### src/design/emgenv_pkg.sv
// ----------------------------------------------------------------------------
// emgenv_pkg
// Shared widths, codes and reset constants of the EMG envelope detector.
// ----------------------------------------------------------------------------
package emgenv_pkg;

  localparam int SAMPLE_W    = 12;
  localparam int ALPHA_W     = 16;
  localparam int SAT_W       = 12;
  localparam int BASE_W      = 16;
  localparam int ENV_W       = 20;
  localparam int SUM_W       = 28;
  localparam int REQ_W       = 2;
  localparam int FRAC_SH     = 4;                      // Q12.4 <-> integer, Q12.4 -> Q12.8
  localparam int DIFF_W      = ENV_W + 1;              // signed rect - envelope
  localparam int ACC_W       = DIFF_W + 1;             // multiplier high word
  localparam int NUM_W       = SUM_W + FRAC_SH + 1;    // sum*16 + count/2
  localparam int QUO_W       = BASE_W;
  localparam int HI_W        = NUM_W - QUO_W;
  localparam int STEP_CNT_W  = 4;                      // 16 serial steps
  localparam int IN_TDATA_W  = 16;
  localparam int OUT_TDATA_W = SAMPLE_W + BASE_W + ENV_W;
  localparam int CFG_IDX_W   = 2;
  localparam int CFG_DATA_W  = 16;

  localparam logic [ALPHA_W-1:0] RST_ALPHA     = 16'd6554;
  localparam logic [SAT_W-1:0]   RST_SAT_LEVEL = 12'd4000;
  localparam logic [SAMPLE_W-1:0] RST_DEF_BASE = 12'd2048;
  localparam logic [ENV_W-1:0]   ENV_MAX       = '1;
  localparam logic [SUM_W-1:0]   SUM_MAX       = '1;

  typedef enum logic [REQ_W-1:0] {
    REQ_MEASURE = 2'd0,
    REQ_CALIB   = 2'd1,
    REQ_DEFAULT = 2'd2
  } req_e;

  typedef enum logic [CFG_IDX_W-1:0] {
    CFG_ALPHA     = 2'd0,
    CFG_SAT_LEVEL = 2'd1,
    CFG_DEF_BASE  = 2'd2
  } cfg_idx_e;

  typedef struct packed {
    logic busy;
    logic done;
  } unit_stat_t;

endpackage

### src/design/emgenv_mul.sv
// ----------------------------------------------------------------------------
// emgenv_mul
// Bit-serial signed multiply of alpha (Q0.16) by a signed difference, with
// round-half-up of the product to integer (>> 16). One alpha bit per cycle.
// ----------------------------------------------------------------------------
module emgenv_mul (
  input  logic                                clk_i,
  input  logic                                rst_ni,
  input  logic                                start_i,
  input  logic [emgenv_pkg::ALPHA_W-1:0]      alpha_i,
  input  logic signed [emgenv_pkg::DIFF_W-1:0] diff_i,
  output emgenv_pkg::unit_stat_t              stat_o,
  output logic [emgenv_pkg::ACC_W-1:0]        prod_o
);
  import emgenv_pkg::*;

  logic                  busy_q, busy_d;
  logic                  done_q, done_d;
  logic [STEP_CNT_W-1:0] cnt_q, cnt_d;
  logic [ALPHA_W-1:0]    alpha_sr_q, alpha_sr_d;
  logic [DIFF_W-1:0]     diff_q, diff_d;
  logic [ACC_W-1:0]      hi_q, hi_d;
  logic                  rnd_q, rnd_d;
  logic [ACC_W-1:0]      addend;
  logic [ACC_W-1:0]      sum;

  // shift-add, high word moves right; the last bit shifted out is product bit 15
  assign addend = alpha_sr_q[0] ? {diff_q[DIFF_W-1], diff_q} : '0;
  assign sum    = hi_q + addend;

  always_comb begin
    busy_d     = busy_q;
    done_d     = 1'b0;
    cnt_d      = cnt_q;
    alpha_sr_d = alpha_sr_q;
    diff_d     = diff_q;
    hi_d       = hi_q;
    rnd_d      = rnd_q;
    if (start_i) begin
      busy_d     = 1'b1;
      cnt_d      = '0;
      alpha_sr_d = alpha_i;
      diff_d     = diff_i;
      hi_d       = '0;
      rnd_d      = 1'b0;
    end else if (busy_q) begin
      alpha_sr_d = {1'b0, alpha_sr_q[ALPHA_W-1:1]};
      hi_d       = {sum[ACC_W-1], sum[ACC_W-1:1]};
      rnd_d      = sum[0];
      cnt_d      = cnt_q + 1'b1;
      if (cnt_q == STEP_CNT_W'(ALPHA_W - 1)) begin
        busy_d = 1'b0;
        done_d = 1'b1;
      end
    end
  end

  always_ff @(posedge clk_i or negedge rst_ni) begin
    if (!rst_ni) begin
      busy_q <= 1'b0;
      done_q <= 1'b0;
      cnt_q  <= '0;
    end else begin
      busy_q <= busy_d;
      done_q <= done_d;
      cnt_q  <= cnt_d;
    end
  end

  always_ff @(posedge clk_i) begin
    alpha_sr_q <= alpha_sr_d;
    diff_q     <= diff_d;
    hi_q       <= hi_d;
    rnd_q      <= rnd_d;
  end

  assign prod_o      = hi_q + ACC_W'(rnd_q);
  assign stat_o.busy = busy_q;
  assign stat_o.done = done_q;

endmodule

### src/design/emgenv_div.sv
// ----------------------------------------------------------------------------
// emgenv_div
// Restoring divider for the calibration mean: (sum*16 + count/2) / count,
// saturated to 16 bits. One quotient bit per cycle.
// ----------------------------------------------------------------------------
module emgenv_div #(
  parameter int COUNT_BITS = 16
) (
  input  logic                            clk_i,
  input  logic                            rst_ni,
  input  logic                            start_i,
  input  logic [emgenv_pkg::SUM_W-1:0]    sum_i,
  input  logic [COUNT_BITS-1:0]           count_i,
  output emgenv_pkg::unit_stat_t          stat_o,
  output logic [emgenv_pkg::QUO_W-1:0]    quo_o
);
  import emgenv_pkg::*;

  logic                  busy_q, busy_d;
  logic                  done_q, done_d;
  logic [STEP_CNT_W-1:0] cnt_q, cnt_d;
  logic [COUNT_BITS-1:0] den_q, den_d;
  logic [COUNT_BITS-1:0] rem_q, rem_d;
  logic [QUO_W-1:0]      low_sr_q, low_sr_d;
  logic [QUO_W-1:0]      quo_q, quo_d;
  logic [NUM_W-1:0]      num;
  logic [HI_W-1:0]       num_hi;
  logic                  ovf;
  logic [COUNT_BITS:0]   trial;
  logic [COUNT_BITS:0]   trial_sub;
  logic                  ge;

  assign num    = NUM_W'({sum_i, {FRAC_SH{1'b0}}}) + NUM_W'(count_i >> 1);
  assign num_hi = num[NUM_W-1:QUO_W];
  // quotient overflows 16 bits exactly when the upper part already reaches count
  assign ovf    = num_hi >= HI_W'(count_i);

  assign trial     = {rem_q, low_sr_q[QUO_W-1]};
  assign trial_sub = trial - {1'b0, den_q};
  assign ge        = trial >= {1'b0, den_q};

  always_comb begin
    busy_d   = busy_q;
    done_d   = 1'b0;
    cnt_d    = cnt_q;
    den_d    = den_q;
    rem_d    = rem_q;
    low_sr_d = low_sr_q;
    quo_d    = quo_q;
    if (start_i) begin
      den_d    = count_i;
      rem_d    = num_hi[COUNT_BITS-1:0];
      low_sr_d = num[QUO_W-1:0];
      cnt_d    = '0;
      if (ovf) begin
        quo_d  = '1;
        done_d = 1'b1;
      end else begin
        quo_d  = '0;
        busy_d = 1'b1;
      end
    end else if (busy_q) begin
      rem_d    = ge ? trial_sub[COUNT_BITS-1:0] : trial[COUNT_BITS-1:0];
      low_sr_d = {low_sr_q[QUO_W-2:0], 1'b0};
      quo_d    = {quo_q[QUO_W-2:0], ge};
      cnt_d    = cnt_q + 1'b1;
      if (cnt_q == STEP_CNT_W'(QUO_W - 1)) begin
        busy_d = 1'b0;
        done_d = 1'b1;
      end
    end
  end

  always_ff @(posedge clk_i or negedge rst_ni) begin
    if (!rst_ni) begin
      busy_q <= 1'b0;
      done_q <= 1'b0;
      cnt_q  <= '0;
    end else begin
      busy_q <= busy_d;
      done_q <= done_d;
      cnt_q  <= cnt_d;
    end
  end

  always_ff @(posedge clk_i) begin
    den_q    <= den_d;
    rem_q    <= rem_d;
    low_sr_q <= low_sr_d;
    quo_q    <= quo_d;
  end

  assign quo_o       = quo_q;
  assign stat_o.busy = busy_q;
  assign stat_o.done = done_q;

endmodule

### src/design/emg_envelope_with_baseline_cal.sv
// ----------------------------------------------------------------------------
// emg_envelope_with_baseline_cal
// Rectified EMA envelope detector with baseline calibration.
//
//   Channel   Dir  Transfer when            Carries
//   s_axis    in   tvalid & tready          sample (tdata), req_type (tuser),
//                                           calib_last (tlast)
//   m_axis    out  tvalid & tready          raw_echo, baseline_out, envelope
//                                           (tdata), saturated (tuser)
//   cfg       in   cfg_valid_i & cfg_ready_o register index and write data
//
// One item at a time: a new item is taken only after the last result has been
// loaded into the output register. A measure item runs through the 16-step
// bit-serial alpha multiplier; a last calibration item runs through the 16-step
// serial divider unless the quotient saturates. Other items go straight to output.
// A held result in the output register blocks only the loading of the next one.
// Reset is asynchronous and needs no clearing pass.
// ----------------------------------------------------------------------------
module emg_envelope_with_baseline_cal #(
  parameter int COUNT_BITS = 16
) (
  input  logic                                 clk_i,
  input  logic                                 rst_ni,
  // [11:0] sample, rest zero
  input  logic [emgenv_pkg::IN_TDATA_W-1:0]    s_axis_tdata,
  // [1:0] req_type
  input  logic [emgenv_pkg::REQ_W-1:0]         s_axis_tuser,
  input  logic                                 s_axis_tlast,
  input  logic                                 s_axis_tvalid,
  output logic                                 s_axis_tready,
  // [11:0] raw_echo, [27:12] baseline_out, [47:28] envelope
  output logic [emgenv_pkg::OUT_TDATA_W-1:0]   m_axis_tdata,
  // [0] saturated
  output logic                                 m_axis_tuser,
  output logic                                 m_axis_tvalid,
  input  logic                                 m_axis_tready,
  input  logic                                 cfg_valid_i,
  output logic                                 cfg_ready_o,
  input  logic [emgenv_pkg::CFG_IDX_W-1:0]     cfg_index_i,
  input  logic [emgenv_pkg::CFG_DATA_W-1:0]    cfg_data_i
);
  import emgenv_pkg::*;

  localparam logic [COUNT_BITS-1:0] COUNT_MAX = '1;

  localparam logic [2:0] ST_IDLE     = 3'd0;
  localparam logic [2:0] ST_MUL_INIT = 3'd1;
  localparam logic [2:0] ST_MUL      = 3'd2;
  localparam logic [2:0] ST_DIV_INIT = 3'd3;
  localparam logic [2:0] ST_DIV      = 3'd4;
  localparam logic [2:0] ST_OUT      = 3'd5;

  logic [2:0]            state_q, state_d;
  logic [ALPHA_W-1:0]    alpha_q, alpha_d;
  logic [SAT_W-1:0]      sat_level_q, sat_level_d;
  logic [SAMPLE_W-1:0]   def_base_q, def_base_d;
  logic [ENV_W-1:0]      env_q, env_d;
  logic [BASE_W-1:0]     base_q, base_d;
  logic                  sat_flag_q, sat_flag_d;
  logic [SUM_W-1:0]      sum_q, sum_d;
  logic [COUNT_BITS-1:0] count_q, count_d;
  logic                  out_valid_q, out_valid_d;
  logic [SAMPLE_W-1:0]   sample_q;
  logic [OUT_TDATA_W-1:0] out_data_q;
  logic                  out_sat_q;

  logic                  in_fire;
  logic                  out_load;
  logic [SAMPLE_W-1:0]   in_sample;
  logic [SUM_W:0]        sum_ext;
  logic [BASE_W-1:0]     s4;
  logic [BASE_W-1:0]     rect;
  logic [ENV_W-1:0]      r8;
  logic [DIFF_W-1:0]     diff;
  logic                  mul_start;
  logic                  div_start;
  unit_stat_t            mul_stat;
  unit_stat_t            div_stat;
  logic [ACC_W-1:0]      prod;
  logic [ACC_W-1:0]      env_new;
  logic [QUO_W-1:0]      quo;

  assign cfg_ready_o   = 1'b1;
  assign s_axis_tready = (state_q == ST_IDLE);
  assign in_fire       = s_axis_tvalid && s_axis_tready;
  assign in_sample     = s_axis_tdata[SAMPLE_W-1:0];
  assign out_load      = (state_q == ST_OUT) && (!out_valid_q || m_axis_tready);

  assign sum_ext = {1'b0, sum_q} + (SUM_W + 1)'(in_sample);

  // rectify in Q12.4, then step to Q12.8 and take the signed distance to env
  assign s4   = {sample_q, {FRAC_SH{1'b0}}};
  assign rect = (s4 >= base_q) ? (s4 - base_q) : (base_q - s4);
  assign r8   = {rect, {FRAC_SH{1'b0}}};
  assign diff = {1'b0, r8} - {1'b0, env_q};

  assign mul_start = (state_q == ST_MUL_INIT);
  assign div_start = (state_q == ST_DIV_INIT);
  assign env_new   = ACC_W'(env_q) + prod;

  emgenv_mul u_mul (
    .clk_i   (clk_i),
    .rst_ni  (rst_ni),
    .start_i (mul_start),
    .alpha_i (alpha_q),
    .diff_i  (diff),
    .stat_o  (mul_stat),
    .prod_o  (prod)
  );

  emgenv_div #(
    .COUNT_BITS (COUNT_BITS)
  ) u_div (
    .clk_i   (clk_i),
    .rst_ni  (rst_ni),
    .start_i (div_start),
    .sum_i   (sum_q),
    .count_i (count_q),
    .stat_o  (div_stat),
    .quo_o   (quo)
  );

  always_comb begin
    alpha_d     = alpha_q;
    sat_level_d = sat_level_q;
    def_base_d  = def_base_q;
    if (cfg_valid_i && cfg_ready_o) begin
      unique case (cfg_idx_e'(cfg_index_i))
        CFG_ALPHA:     alpha_d     = cfg_data_i[ALPHA_W-1:0];
        CFG_SAT_LEVEL: sat_level_d = cfg_data_i[SAT_W-1:0];
        CFG_DEF_BASE:  def_base_d  = cfg_data_i[SAMPLE_W-1:0];
        default: ;
      endcase
    end
  end

  always_comb begin
    state_d     = state_q;
    env_d       = env_q;
    base_d      = base_q;
    sat_flag_d  = sat_flag_q;
    sum_d       = sum_q;
    count_d     = count_q;
    out_valid_d = out_valid_q;
    if (out_valid_q && m_axis_tready) begin
      out_valid_d = 1'b0;
    end
    unique case (state_q)
      ST_IDLE: begin
        if (in_fire) begin
          state_d = ST_OUT;
          unique case (req_e'(s_axis_tuser))
            REQ_MEASURE: begin
              sat_flag_d = (in_sample >= sat_level_q);
              state_d    = ST_MUL_INIT;
            end
            REQ_CALIB: begin
              // a full count ignores the sample but still honors the last mark
              if (count_q != COUNT_MAX) begin
                sum_d   = sum_ext[SUM_W] ? SUM_MAX : sum_ext[SUM_W-1:0];
                count_d = count_q + 1'b1;
              end
              if (s_axis_tlast) begin
                state_d = ST_DIV_INIT;
              end
            end
            REQ_DEFAULT: begin
              base_d  = {def_base_q, {FRAC_SH{1'b0}}};
              env_d   = '0;
              sum_d   = '0;
              count_d = '0;
            end
            default: ;
          endcase
        end
      end
      ST_MUL_INIT: state_d = ST_MUL;
      ST_MUL: begin
        if (mul_stat.done) begin
          if (env_new[ACC_W-1]) begin
            env_d = '0;
          end else if (env_new[ACC_W-2:ENV_W] != '0) begin
            env_d = ENV_MAX;
          end else begin
            env_d = env_new[ENV_W-1:0];
          end
          state_d = ST_OUT;
        end
      end
      ST_DIV_INIT: state_d = ST_DIV;
      ST_DIV: begin
        if (div_stat.done) begin
          base_d  = quo;
          env_d   = '0;
          sum_d   = '0;
          count_d = '0;
          state_d = ST_OUT;
        end
      end
      ST_OUT: begin
        if (out_load) begin
          out_valid_d = 1'b1;
          state_d     = ST_IDLE;
        end
      end
      default: state_d = ST_IDLE;
    endcase
  end

  always_ff @(posedge clk_i or negedge rst_ni) begin
    if (!rst_ni) begin
      state_q     <= ST_IDLE;
      alpha_q     <= RST_ALPHA;
      sat_level_q <= RST_SAT_LEVEL;
      def_base_q  <= RST_DEF_BASE;
      env_q       <= '0;
      base_q      <= {RST_DEF_BASE, {FRAC_SH{1'b0}}};
      sat_flag_q  <= 1'b0;
      sum_q       <= '0;
      count_q     <= '0;
      out_valid_q <= 1'b0;
    end else begin
      state_q     <= state_d;
      alpha_q     <= alpha_d;
      sat_level_q <= sat_level_d;
      def_base_q  <= def_base_d;
      env_q       <= env_d;
      base_q      <= base_d;
      sat_flag_q  <= sat_flag_d;
      sum_q       <= sum_d;
      count_q     <= count_d;
      out_valid_q <= out_valid_d;
    end
  end

  always_ff @(posedge clk_i) begin
    if (in_fire) begin
      sample_q <= in_sample;
    end
    if (out_load) begin
      out_data_q <= {env_q, base_q, sample_q};
      out_sat_q  <= sat_flag_q;
    end
  end

  assign m_axis_tvalid = out_valid_q;
  assign m_axis_tdata  = out_data_q;
  assign m_axis_tuser  = out_sat_q;

endmodule

### config.mk
export PLATFORM = sky130hd
export DESIGN_NAME = emg_envelope_with_baseline_cal
export DESIGN_NICKNAME = d
export VERILOG_FILES = /design/src/design/emgenv_pkg.sv /design/src/design/emgenv_mul.sv /design/src/design/emgenv_div.sv /design/src/design/emg_envelope_with_baseline_cal.sv
export SDC_FILE = /design/constraint.sdc
export NUM_CORES = 1
export LEC_CHECK = 0
export ABC_CLOCK_PERIOD_IN_PS = 13400
export BUFFER_PORTS_ARGS = -buffer_cell sky130_fd_sc_hd__buf_4
export CAP_MARGIN = 40
export CELL_PAD_IN_SITES_DETAIL_PLACEMENT = 0
export CELL_PAD_IN_SITES_GLOBAL_PLACEMENT = 1
export CORE_MARGIN = 2
export CORE_UTILIZATION = 53
export DETAILED_ROUTE_END_ITERATION = 12
export PLACE_DENSITY_LB_ADDON = 0.25
export SYNTH_ARGS = -nofsm -noshare
export SYNTH_HDL_FRONTEND = slang
export SYNTH_SLANG_ARGS = --single-unit
### constraint.sdc
create_clock -name clk_i -period 13.4 [get_ports clk_i]
set_input_delay 0.67 -clock clk_i [delete_from_list [all_inputs] [get_ports clk_i]]
set_output_delay 0.67 -clock clk_i [all_outputs]
set_load 0.01 [all_outputs]
==> results.py <==
metrics = {
    "run_status": {
        "outcome": "finished clean",
    },
    "floorplan": {
        "fp.coreArea_um2": 35600,
        "rows": 69,
        "die_w_um": 194,
        "die_area_um2": 37600,
        "ios": 94,
        "start_util": 0.538,
        "dieHeight_um": 194,
    },
    "synth": {
        "synth.avg_cell_area_um2": 10.2,
        "syn_nets": 2084,
        "yosys_register_bits": 321,
        "yosysWarnings": 0,
        "synthFlopType": "edfxtp_1",
        "synth_seq_area_share": 0.457,
        "synth.area.top_cells": "edfxtp_1 (25%), dfrtp_1 (16%), ha_1 (9.9%)",
        "synthArstFlopShare": 0.427,
        "synth_top_area_share": 0.254,
        "yosys-top-cells-count": "nand2_1 (178), nor2_1 (164), edfxtp_1 (162)",
        "syn_inst": 1884,
        "synth_edf_count": 162,
        "synthDistinctLibCells": 83,
        "yosysMostFrequentCell": "nand2_1",
        "synth_top_area_cell": "edfxtp_1",
        "syn_area_um2": 19100,
    },
    "final_layout": {
        "synthToLayoutAreaGrowth_pct": 12.5,
        "final_nets": 2168,
        "drive_above_1_share": 0.134,
        "stdcell_count": 2458,
        "n_fill_cell": 2999,
        "fin_area_um2": 21500,
        "antenna_cells": 0,
    },
    "placement": {
        "dp_hpwl_um": 33400,
        "place_area_um2": 20300,
        "place.gp.congestion": 0.895,
        "portBuffers": 88,
        "pre_cts_ws_ns": 8.14,
        "dp_cells": 2390,
    },
    "cts": {
        "numCtsBuffers": 37,
        "cts_sinks": 321,
        "hold_buffers": 0,
        "clock_latency_ns": 0.57,
        "cts_buffer_depth": 3,
        "cts_resized": 0,
        "cts_tree": "yes",
        "htree_num_levels": 2,
        "clkTransAtPathRegs_ns": 0.06,
        "root_buffer": "clkbuf_16",
        "post_cts.repair.setup_buffers": 0,
    },
    "detailed_routing": {
        "dr.pass1.iters": 7,
        "wl_um": 45600,
        "avgViaCountPerCell": 5.77,
        "drc": 0,
        "antenna_left": 0,
        "drt-initial-drc-count": 850,
        "wire_per_inst_um": 18.6,
        "vias": 14175,
    },
    "flow_run": {
        "drv_cap": 0,
    },
    "worst_hold_path": {
        "min_path_type": "in2async",
    },
    "sta": {
        "setup_tns_ns": 0,
        "max_freq_ghz": 0.190,
        "skew_ns": 0.0215,
        "fin_hold_ws_ns": 0.110,
        "post-route-min-period_ns": 5.27,
        "rsz0062_at_grt": "false",
        "finalMaxSlewViolations": 0,
        "worst_pin_slew_ns": 0.881,
        "fin_crit_sh": 0.393,
        "relSlewSlack": 0.413,
        "fin_ws_ns": 8.13,
        "setup-violations-final": 0,
        "timing.final.hold_violations": 0,
    },
    "critical_path": {
        "worst-path-max-fanout": 16,
        "crit_path_end_kind": "flip-flop",
        "crit_required_ns": 13.66,
        "critPathKind": "reg2reg",
        "arrival_ns": 5.53,
        "start_kind": "flip-flop",
    },
    "grt": {
        "grt_pass1_vias": 14071,
        "grtUsageTotal": 0.245,
        "overflow": 0,
        "antenna_found_initial": 0,
        "grt_max_degree": 74,
        "grt_pass1_wl_um": 74500,
    },
    "pwr": {
        "power.share.combinational": 0.512,
        "seqPwrFrac": 0.313,
        "p_clk_frac": 0.175,
        "swShare": 0.401,
        "leakage_nw": 9.58,
        "p_switching_w": 0.00226,
        "power-per-cell-area_nw_per_um2": 262,
        "peakVddDrop_mv": 0.142,
        "intPower_w": 0.00338,
    },
}
==> cells by family (layout without fill, tap and decap cells) <==
logic type,count (synthesis),in the layout,share of synthesized area
DFF,321,321,0.457
adders and majority gates,158,158,0.106
muxes,88,88,0.0503
and+or+nand+nor,580,580,0.144
AOI/OAI and AO/OA,429,429,0.149
buffers and inverters,190,303,0.0389
xor gates and xnor gates,117,117,0.0536
other,1,1,0.000196
==> cell usage in the layout, fill, tap and decap left out, drive strengths merged, types with 7 or more instances in the layout <==
cell,count
nor2,165
edfxtp,162
buf,107
a311oi,7
dfrtp,122
o21ai,127
inv,130
a21o,42
nand3b,8
a211o,8
and3,19
mux2i,23
o31ai,7
o21a,33
or2,7
dfstp,15
nor2b,22
nand4,18
o311ai,9
nand3,35
dfxtp,22
fa,7
o21bai,7
clkinv,9
a211oi,16
o31a,7
a31oi,25
mux2,65
nor3,35
ha,151
xnor2,71
nand2b,32
clkbuf,53
nand2,178
and2,31
nor4,7
xor2,46
a21oi,83
o211ai,10
==> flip-flops by register name (all words and copies together), names as in the netlist, 20 cells and up <==
name,cells
m_axis_tdata,48
sum_q,28
u_mul.diff_q,21
u_mul.hi_q,21
env_q,20
==> power by group through the flow <==
stage	clock, W	combinational (W)	sequential (W)
2_1_floorplan	0	0.00231	0.00168
3_3_place_gp	0	0.00276	0.00177
3_5_place_dp	0	0.00287	0.00178
4_1_cts	0.00101	0.00289	0.00176
5_1_grt	0.00105	0.00326	0.00180
6_report	0.000986	0.00288	0.00176
==> worst max-delay path, cell delays in order, from the launching register on <==
cell and delay (ns):
dfrtp_1 0.49, ha_1 0.26, fa_1 0.40, a21oi_1 0.24, o21ai_1 0.12, a21oi_1 0.25, o21bai_1 0.14, o31a_1 0.30
a41oi_2 0.57, xor2_1 0.24, ha_1 0.26, nand2b_1 0.14, a21o_1 0.17, a21o_1 0.16, a21o_1 0.18, a21oi_1 0.18
o211ai_1 0.13, a21oi_1 0.21, o221ai_2 0.18, buf_6 0.22, a21boi_0 0.13
==> final timing paths <==
kind / start / endpoint / slack [ns] / depth (start not counted)
min in group clk_i: s_axis_tdata[5] / sample_q[5] / 0.31 / 1
worst min-delay path: rst_ni / count_q[3] / 0.11 / 1
worst min register to register: sat_flag_q / m_axis_tuser / 0.45 / 0
worst max-delay path: count_q[5] / u_div.quo_o[0] / 8.13 / 20
worst max register to register: count_q[5] / u_div.quo_o[0] / 8.13 / 20
max in group asynchronous: rst_ni / base_q[3] / 12.18 / 3
==> final cells by class <==
type / instances / area [um^2] / area share
flip-flops and latches: 321 / 8750 / 0.407
well taps: 461 / 577 / 0.0268
clock inverters: 15 / 154 / 0.00715
inverters: 128 / 480 / 0.0223
clock buffers: 53 / 1020 / 0.0472
repair buffers: 107 / 878 / 0.0408
multi-input cells: 1373 / 9660 / 0.449
==> stage by stage <==
stage | total power, W | utilization
floorplan | 0.00398 | -
global placement | 0.00452 | 0.569
detailed placement | 0.00465 | 0.572
CTS | 0.00566 | 0.605
global route | 0.00611 | 0.605
finish | 0.00563 | 0.605
==> per-layer routing <==
layer	vias to the layer above	GRT usage	routed length (um)
met1	6879	0.331	21200
met2	293	0.405	21300
li1	6941	-	-
met3	62	0.0447	2060
met4	0	0.0665	974
met5	-	0	0
Note: power is estimated with default switching activity, not from simulation.
